==> config.mk <==
export PLATFORM = sky130hd
export DESIGN_NAME = mwbm_ctrl
export DESIGN_NICKNAME = d
export VERILOG_FILES = /design/src/mwbm_pkg.sv /design/src/mwbm_ctrl.sv
export SDC_FILE = /design/constraint.sdc
export NUM_CORES = 1
export LEC_CHECK = 0
export BUFFER_PORTS_ARGS = -buffer_cell sky130_fd_sc_hd__buf_2
export CORE_AREA = 2 2 39 41
export DETAILED_ROUTE_END_ITERATION = 16
export DIE_AREA = 0 0 41 43
export SYNTH_ARGS = -nofsm -noshare
export SYNTH_HDL_FRONTEND = slang
export SYNTH_SLANG_ARGS = --single-unit
==> constraint.sdc <==
create_clock -name clk -period 3.05 [get_ports clk]
set_input_delay 0.61 -clock clk [delete_from_list [all_inputs] [get_ports clk]]
set_output_delay 0.61 -clock clk [all_outputs]
set_load 0.02 [all_outputs]
==> src/mwbm_pkg.sv <==
// shared constants, operation codes and control structs for the matching block
package mwbm_pkg;

  localparam int DEF_MAX_ROWS    = 16;
  localparam int DEF_MAX_COLS    = 16;
  localparam int DEF_WEIGHT_BITS = 16;

  localparam int ROW_BITS    = 4;
  localparam int COL_BITS    = 4;
  localparam int WT_BITS     = 16;
  localparam int CFG_BITS    = 5;
  localparam int CFG_IDX_BITS = 1;

  localparam logic [CFG_IDX_BITS-1:0] CFG_ROWS = 1'd0;
  localparam logic [CFG_IDX_BITS-1:0] CFG_COLS = 1'd1;

  localparam int OP_BITS = 4;
  localparam logic [OP_BITS-1:0] OP_IDLE   = 4'd0;
  localparam logic [OP_BITS-1:0] OP_WRD    = 4'd1;
  localparam logic [OP_BITS-1:0] OP_WEV    = 4'd2;
  localparam logic [OP_BITS-1:0] OP_INIT   = 4'd3;
  localparam logic [OP_BITS-1:0] OP_PHASE  = 4'd4;
  localparam logic [OP_BITS-1:0] OP_PUSHL  = 4'd5;
  localparam logic [OP_BITS-1:0] OP_POP    = 4'd6;
  localparam logic [OP_BITS-1:0] OP_POPD   = 4'd7;
  localparam logic [OP_BITS-1:0] OP_ROW_RD = 4'd8;
  localparam logic [OP_BITS-1:0] OP_ROW_EV = 4'd9;
  localparam logic [OP_BITS-1:0] OP_FLIP   = 4'd10;
  localparam logic [OP_BITS-1:0] OP_D1     = 4'd11;
  localparam logic [OP_BITS-1:0] OP_D2     = 4'd12;
  localparam logic [OP_BITS-1:0] OP_UPD    = 4'd13;
  localparam logic [OP_BITS-1:0] OP_SLK    = 4'd14;
  localparam logic [OP_BITS-1:0] OP_OUT    = 4'd15;

  typedef struct packed {
    logic [OP_BITS-1:0] op;
  } mwbm_cmd_t;

  typedef struct packed {
    logic start;
    logic m_zero;
    logic n_zero;
    logic row_end;
    logic col_end;
    logic col_first;
    logic stk_empty;
    logic pop_left;
    logic pop_free_right;
    logic flip_end;
    logic d1_hit;
    logic stop;
    logic out_load;
  } mwbm_stat_t;

endpackage

==> src/mwbm_ctrl.sv <==
// sequencer for load, weight scan, search phases and result output
module mwbm_ctrl import mwbm_pkg::*; (
  input  logic       clk,
  input  logic       rst_n,
  input  mwbm_stat_t stat,
  output mwbm_cmd_t  cmd
);

  logic [OP_BITS-1:0] state_r, state_nxt;

  always_comb begin
    state_nxt = state_r;
    case (state_r)
      OP_IDLE: begin
        if (stat.start) begin
          if (stat.m_zero) state_nxt = OP_IDLE;
          else if (stat.n_zero) state_nxt = OP_INIT;
          else state_nxt = OP_WRD;
        end
      end
      OP_WRD:    state_nxt = OP_WEV;
      OP_WEV:    if (stat.row_end && stat.col_end) state_nxt = OP_INIT;
                 else state_nxt = OP_WRD;
      OP_INIT:   state_nxt = stat.n_zero ? OP_OUT : OP_PHASE;
      OP_PHASE:  state_nxt = OP_PUSHL;
      OP_PUSHL:  if (stat.row_end) state_nxt = OP_POP;
      OP_POP:    state_nxt = stat.stk_empty ? OP_D1 : OP_POPD;
      OP_POPD: begin
        if (stat.pop_left) state_nxt = OP_ROW_RD;
        else if (stat.pop_free_right) state_nxt = OP_FLIP;
        else state_nxt = OP_POP;
      end
      OP_ROW_RD: state_nxt = OP_ROW_EV;
      OP_ROW_EV: state_nxt = stat.col_first ? OP_POP : OP_ROW_RD;
      OP_FLIP:   if (stat.flip_end) state_nxt = OP_PHASE;
      OP_D1:     if (stat.d1_hit || stat.row_end) state_nxt = OP_D2;
      OP_D2:     if (stat.col_end) state_nxt = OP_UPD;
      OP_UPD:    state_nxt = stat.stop ? OP_OUT : OP_SLK;
      OP_SLK:    if (stat.col_end) state_nxt = OP_POP;
      OP_OUT:    if (stat.out_load && stat.row_end) state_nxt = OP_IDLE;
      default:   state_nxt = OP_IDLE;
    endcase
  end

  always_ff @(posedge clk) begin
    if (!rst_n) state_r <= OP_IDLE;
    else state_r <= state_nxt;
  end

  assign cmd.op = state_r;

endmodule

==> metrics.yaml, run 1 <==
synthesis:
  synth_cell_types: 34
  postSynthCellCount: 70
  yosys-mux-area-fraction_pct: 0
  synthFlopType: "dfxtp_1"
  ys_seq_area_share_pct: 16.28
  synth_commonest_cells: "nand2_1 (10), nor2_1 (8), a21oi_1 (7)"
  synth_fa_ha_area_share_pct: 0
  synth_compound_area_share_pct: 39.44
  yosysWarnings: 0
  syn_nets: 85
  synth_top_family_by_area: "compound AO/OA/AOI/OAI gates"
  yosys.area_share.simple_pct: 35.62
  synthTopCellsByArea: "dfxtp_1 (16%), nand2_1 (7.6%), a21oi_1 (7.1%)"
  synth_top_area_cell: "dfxtp_1"
  syn-cell-area_um2: 491.7
  async_flop_share_pct: 0
  yosys.cell_count.top_type: "nand2_1"
  synth_area_per_cell_um2: 7.025
  synth_edf_count: 0
  synth_xor_area_share_pct: 0
  synth_top_area_share_pct: 16.28
  synth-seq-cells: 4
pwr:
  power.leakage_nw: 0.2272
  power.switching_uw: 193.8
  p_sw_share_pct: 47.01
  powerDensity_nw_per_um2: 704.0
  internal-power_uw: 218.4
  p_comb_share_pct: 50.3
  pwr-share-seq_pct: 34.1
  power.share.clock_pct: 15.6
  ir_drop_mv: 0.3668
route:
  via_per_inst: 5.881
  avgRoutedWirePerCell_um: 12.49
  wl_um: 1261
  via_count: 594
  drtIter0Drc: 10
  ant_nets: 0
  dr.pass1.iters: 4
  drc: 0
run_status:
  status: "complete, no violations"
sta:
  hold_violations: 0
  min_period_ns: 1.886
  slew_headroom_pct: 60.45
  tns_ns: 0
  setup_violations: 0
  setup_slack_ns: 1.164
  maxSlewViolCount: 0
  rsz0062_at_grt: "no"
  finalCritPeriodShare_pct: 61.85
  worst-slew-pin-transition_ns: 0.5924
  max_freq_mhz: 530.1
  fin_skew_ns: 0.003300
layout:
  final_util_pct: 42.31
  diodes: 0
  fillers: 157
  instances_no_fill: 101
  num-nets-final: 102
  final_area_um2: 585.6
  largest_reg_flops: 4
  drive_gt1_share_pct: 30.59
  syn_to_final_growth_pct: 19.08
placed_design:
  port_buffers: 18
  dp_hpwl_um: 911.6
  dpl.cell_count: 98
  gp_congestion: 0.7714
  place_area_um2: 563.0
  pre_cts_ws_ns: 1.185
grt:
  grt-ovfl-total: 0
  grt_usage_pct: 16.27
  grt_pass1_vias: 481
  grt_pass1_wl_um: 1932
  grt_max_degree: 21
  antenna_found_initial: 0
clock_tree:
  cts_hold_buf: 0
  cts_buffer_depth: 2
  htreeDepth: 1
  cts_made_buffers: 3
  tritoncts: "built"
  clockRootBuffer: "clkbuf_4"
  path_clk_slew_ns: 0.04
  post_cts_buffers: 0
  clock_latency_ns: 0.23
  cts_num_sinks: 4
  post_cts_resized: 0
floorplan:
  num_rows: 14
  start_util_pct: 35.53
  die_x_um: 41
  ios: 19
  dieArea_um2: 1763
  die_height_um: 43
  core_area_um2: 1384
worst_setup_path:
  rrSetupSlack_ns: 1.16
  max_stage_delay_ns: 0.66
  startpoint_type: "flip-flop"
  end_kind: "flip-flop"
  crit_chain: "or3b_1, a21oi_1, nor2_1, and2_4, a31o_1"
  cp_slowest_cell: "dfxtp_1"
  worstPathMaxFanout: 19
  cp_data_required_time_ns: 3.17
  critPathArrivalTime_ns: 2.01
  criticalPathCategory: "flip-flop to flip-flop"
job:
  max_cap_viol_count: 0
hold_path:
  hold_path_class: "primary input to flip-flop"
-- cell usage in the layout, fill, tap and decap left out, drive strengths merged, types with 2 or more instances in the layout --
cell type,count
buf,18
nand2,10
nor2,9
a21oi,7
dfxtp,4
o21ai,4
nand2b,3
clkbuf,3
nand3,2
a221oi,2
a31oi,2
o211ai,2
-- cell families after synthesis --
group | count (synthesis)
DFF | 4
AOI/OAI and AO/OA | 27
buffers and inverters | 7
and+or+nand+nor | 32
-- metal layers --
layer	part of all wire, %	up-vias	GRT usage (%)
li1	-	303	-
met3	3.8	0	7.853
met1	47	278	18.01
met2	50	13	26.56
met4	0	0	4.000
met5	0	-	0
-- worst max-delay path, delay by kind of cell, from the launching register on --
kind / cells / cell delay, ns
AO/OA/AOI/OAI: 2 / 0.40
flip-flops: 1 / 0.66
AND/OR/NAND/NOR: 3 / 0.70
-- metrics by stage --
| stage | hold WS (ns) | power (mW) |
|---|---|---|
| global route | 0.7159 | 0.4494 |
| finish | 0.7044 | 0.4122 |
| floorplan | 0.7255 | 0.3117 |
| CTS | 0.6957 | 0.4155 |
| detailed placement | 0.7697 | 0.3475 |
| global placement | 0.7724 | 0.3475 |
-- layout make-up --
class | count | area (µm²) | share of cell area [%]
Inverter | 1 | 3.754 | 0.6410
Multi-Input combinational cell | 59 | 369.1 | 63.03
Timing Repair Buffer | 18 | 90.09 | 15.38
Tap cell | 16 | 20.02 | 3.419
Clock buffer | 3 | 22.52 | 3.846
Sequential cell | 4 | 80.08 | 13.68
-- power groups by stage --
stage	Clock (mW)	Combinational [mW]	Sequential (mW)
after floorplan	0	0.207	0.105
after global placement	0	0.206	0.142
after detailed placement	0	0.207	0.140
after CTS	0.0675	0.208	0.140
after global routing	0.0716	0.230	0.148
final	0.0642	0.208	0.140
-- final timing paths --
| kind | start | end | depth (start not counted) |
|---|---|---|---|
| min | rst_n | cmd[0] | 2 |
| max | cmd[2] | cmd[0] | 5 |
| min reg2reg | cmd[3] | cmd[3] | 2 |
| max reg2reg | cmd[2] | cmd[0] | 5 |
No activity file was read; power rests on OpenSTA's default activity.
==> run 2: changes to the inputs <==
--- a/config.mk
+++ b/config.mk
@@ -9,6 +9,7 @@
 export CORE_AREA = 2 2 39 41
 export DETAILED_ROUTE_END_ITERATION = 16
 export DIE_AREA = 0 0 41 43
+export PLACE_DENSITY = 0.66
 export SYNTH_ARGS = -nofsm -noshare
 export SYNTH_HDL_FRONTEND = slang
 export SYNTH_SLANG_ARGS = --single-unit
==> constraint.sdc (replaced) <==
create_clock -name clk -period 1.5 [get_ports clk]
set_input_delay 0.3 -clock clk [delete_from_list [all_inputs] [get_ports clk]]
set_output_delay 0.3 -clock clk [all_outputs]
set_load 0.02 [all_outputs]
==> run 2 against run 1 <==
  * The flow now finishes with violations (negative setup slack)
  * Sequential share of layout area is 0.28 points lower
  * Via count is 4.0% higher
  * Fmax is 24% higher
  * Worst hold slack worse by 0.32 ns
  * First-iteration DRC count is 90% higher
  * Largest power group unchanged
  * Highest routed layer unchanged
==> metrics.yaml, run 2 (synthesis results as in run 1) <==
route:
  via_per_inst: 5.776  # was 5.881
  avgRoutedWirePerCell_um: 12.55  # was 12.49 µm
  via_count: 618  # was 594
  dr.pass1.iters: 4  # unchanged
  drtIter0Drc: 19  # was 10
  wl_um: 1343  # was 1261 µm
  drc: 0  # unchanged
  ant_nets: 0  # unchanged
clock_tree:
  cts_buffer_depth: 2  # unchanged
  post_cts_buffers: 0  # unchanged
  clockRootBuffer: "clkbuf_4"  # unchanged
  clock_latency_ns: 0.24  # was 0.23 ns
  cts_made_buffers: 3  # unchanged
  path_clk_slew_ns: 0.04  # about the same
  htreeDepth: 1  # unchanged
  tritoncts: "built"  # unchanged
  cts_hold_buf: 0  # unchanged
  cts_num_sinks: 4  # unchanged
worst_setup_path:
  critPathArrivalTime_ns: 1.64  # was 2.01 ns
  criticalPathCategory: "flip-flop to flip-flop"  # unchanged
  cp_data_required_time_ns: 1.63  # was 3.17 ns
  end_kind: "flip-flop"  # unchanged
  startpoint_type: "flip-flop"  # unchanged
  rrSetupSlack_ns: -0.02  # was 1.16 ns
  worstPathMaxFanout: 5  # was 19
pwr:
  power.leakage_nw: 0.2577  # was 0.2272 nW
  internal-power_uw: 523.4  # was 218.4 µW
  p_comb_share_pct: 64.7  # was 50.3%
  p_sw_share_pct: 45.32  # was 47.01%
  power.switching_uw: 433.9  # was 193.8 µW
  power.share.clock_pct: 15.7  # was 15.6%
  powerDensity_nw_per_um2: 1486  # was 704.0 nW/µm²
  pwr-share-seq_pct: 19.6  # was 34.1%
  ir_drop_mv: 0.5074  # was 0.3668 mV
layout:
  layout_commonest_cell: "buf_2"  # unchanged
  largest_reg_flops: 4  # unchanged
  syn_to_final_growth_pct: 31.04  # was 19.08%
  drive_gt1_share_pct: 39.56  # was 30.59%
  num-nets-final: 107  # was 102
  instances_no_fill: 107  # was 101
  final_cell_mix: "buf_2 (18), nand2_1 (10), nor2_1 (7)"  # was buf_2 (18), nand2_1 (10), nor2_1 (8)
  diodes: 0  # unchanged
  final_area_um2: 644.4  # was 585.6 µm²
sta:
  worst-slew-pin-transition_ns: 0.4236  # was 0.5924 ns
  hold_violations: 0  # unchanged
  fin_skew_ns: 0.0006965  # was 0.003300 ns
  min_period_ns: 1.515  # was 1.886 ns
  finalCritPeriodShare_pct: 101.0  # was 61.85%
  setup_slack_ns: -0.01543  # was 1.164 ns
  maxSlewViolCount: 0  # unchanged
  max_freq_mhz: 659.9  # was 530.1 MHz
  setup_violations: 1  # was 0
  rsz0062_at_grt: "yes"  # was no
  slew_headroom_pct: 71.03  # was 60.45%
floorplan:
  ios: 19  # unchanged
  num_rows: 14  # unchanged
  start_util_pct: 35.53  # unchanged
  core_area_um2: 1384  # unchanged
  die_height_um: 43  # unchanged
  dieArea_um2: 1763  # unchanged
  die_x_um: 41  # unchanged
grt:
  grt_pass1_wl_um: 2014  # was 1932 µm
  grt-ovfl-total: 0  # unchanged
  grt_pass1_vias: 519  # was 481
  grt_max_degree: 17  # was 21
  antenna_found_initial: 0  # unchanged
  grt_usage_pct: 16.33  # was 16.27%
placed_design:
  dp_hpwl_um: 988.4  # was 911.6 µm
  port_buffers: 18  # unchanged
  gp_congestion: 0.7821  # was 0.7714
  dpl.cell_count: 103  # was 98
  place_area_um2: 606.8  # was 563.0 µm²
run_status:
  violations: "negative setup slack"
  status: "finished, violations left"  # was complete, no violations
job:
  max_cap_viol_count: 0  # unchanged
hold_path:
  hold_path_class: "primary input to flip-flop"  # unchanged
run 2: cell types whose count changed in the layout (fill, tap and decap cells not counted), sizes merged:
| cell | before | now |
|---|---|---|
| clkbuf | 3 | 4 |
| buf | 18 | 23 |
run 2: worst paths after layout:
path / endpoint / from / cells after the start
worst max-delay path: cmd[0] / cmd[0] / 5
worst min-delay path: cmd[1] / rst_n / 3
worst max register to register: cmd[0] / cmd[0] / 5
worst min register to register: cmd[3] / cmd[0] / 3
run 2: what timing repair did:
item                       4_1_cts  5_1_grt
pin swaps                        2        3
gates resized for setup          0        3
setup endpoints to repair        1        2
run 2: per-stage QoR:
stage	worst slack, ns	total power, mW	setup TNS [ns]	hold slack (ns)	utilization, %
floorplan	-0.09333	0.6435	-0.09333	0.4335	-
global placement	-0.04301	0.7762	-0.04301	0.6083	43.85
detailed placement	-0.05147	0.7801	-0.05147	0.6133	43.85
CTS	0.002803	0.9351	0	0.3654	45.75
global route	-0.07844	1.054	-0.09778	0.3843	46.56
finish	-0.01543	0.9573	-0.01543	0.3814	46.56
run 2: per-layer routing:
metal	track usage [%]	part of all wire (%)	up-vias
li1	-	-	308
met1	20.77	44	289
met2	25.62	50	21
met3	6.283	5.3	0
met4	2.667	0	0
met5	0	0	-
run 2: final cells by class:
type / instances / area [µm²]
fill: 147 / 739.5
timing repair buffer: 23 / 127.6
tap: 16 / 20.02
sequential: 4 / 86.33
inverter: 1 / 3.754
multi-input combinational: 59 / 380.4
clock buffer: 4 / 26.28
run 2: worst max-delay path, cell delays in order, from the launching register on:
cell and delay (ns):
dfxtp_4 0.35, or4_4 0.56, nor2_4 0.13, nor2_2 0.06, and2_4 0.16, a31o_1 0.16
run 2: power by group through the flow:
stage	clock, mW	combinational, mW	sequential, mW
after CTS	0.155	0.593	0.187
final	0.150	0.619	0.188
after global routing	0.168	0.692	0.194
after global placement	0	0.587	0.189
after floorplan	0	0.422	0.222
after detailed placement	0	0.591	0.189
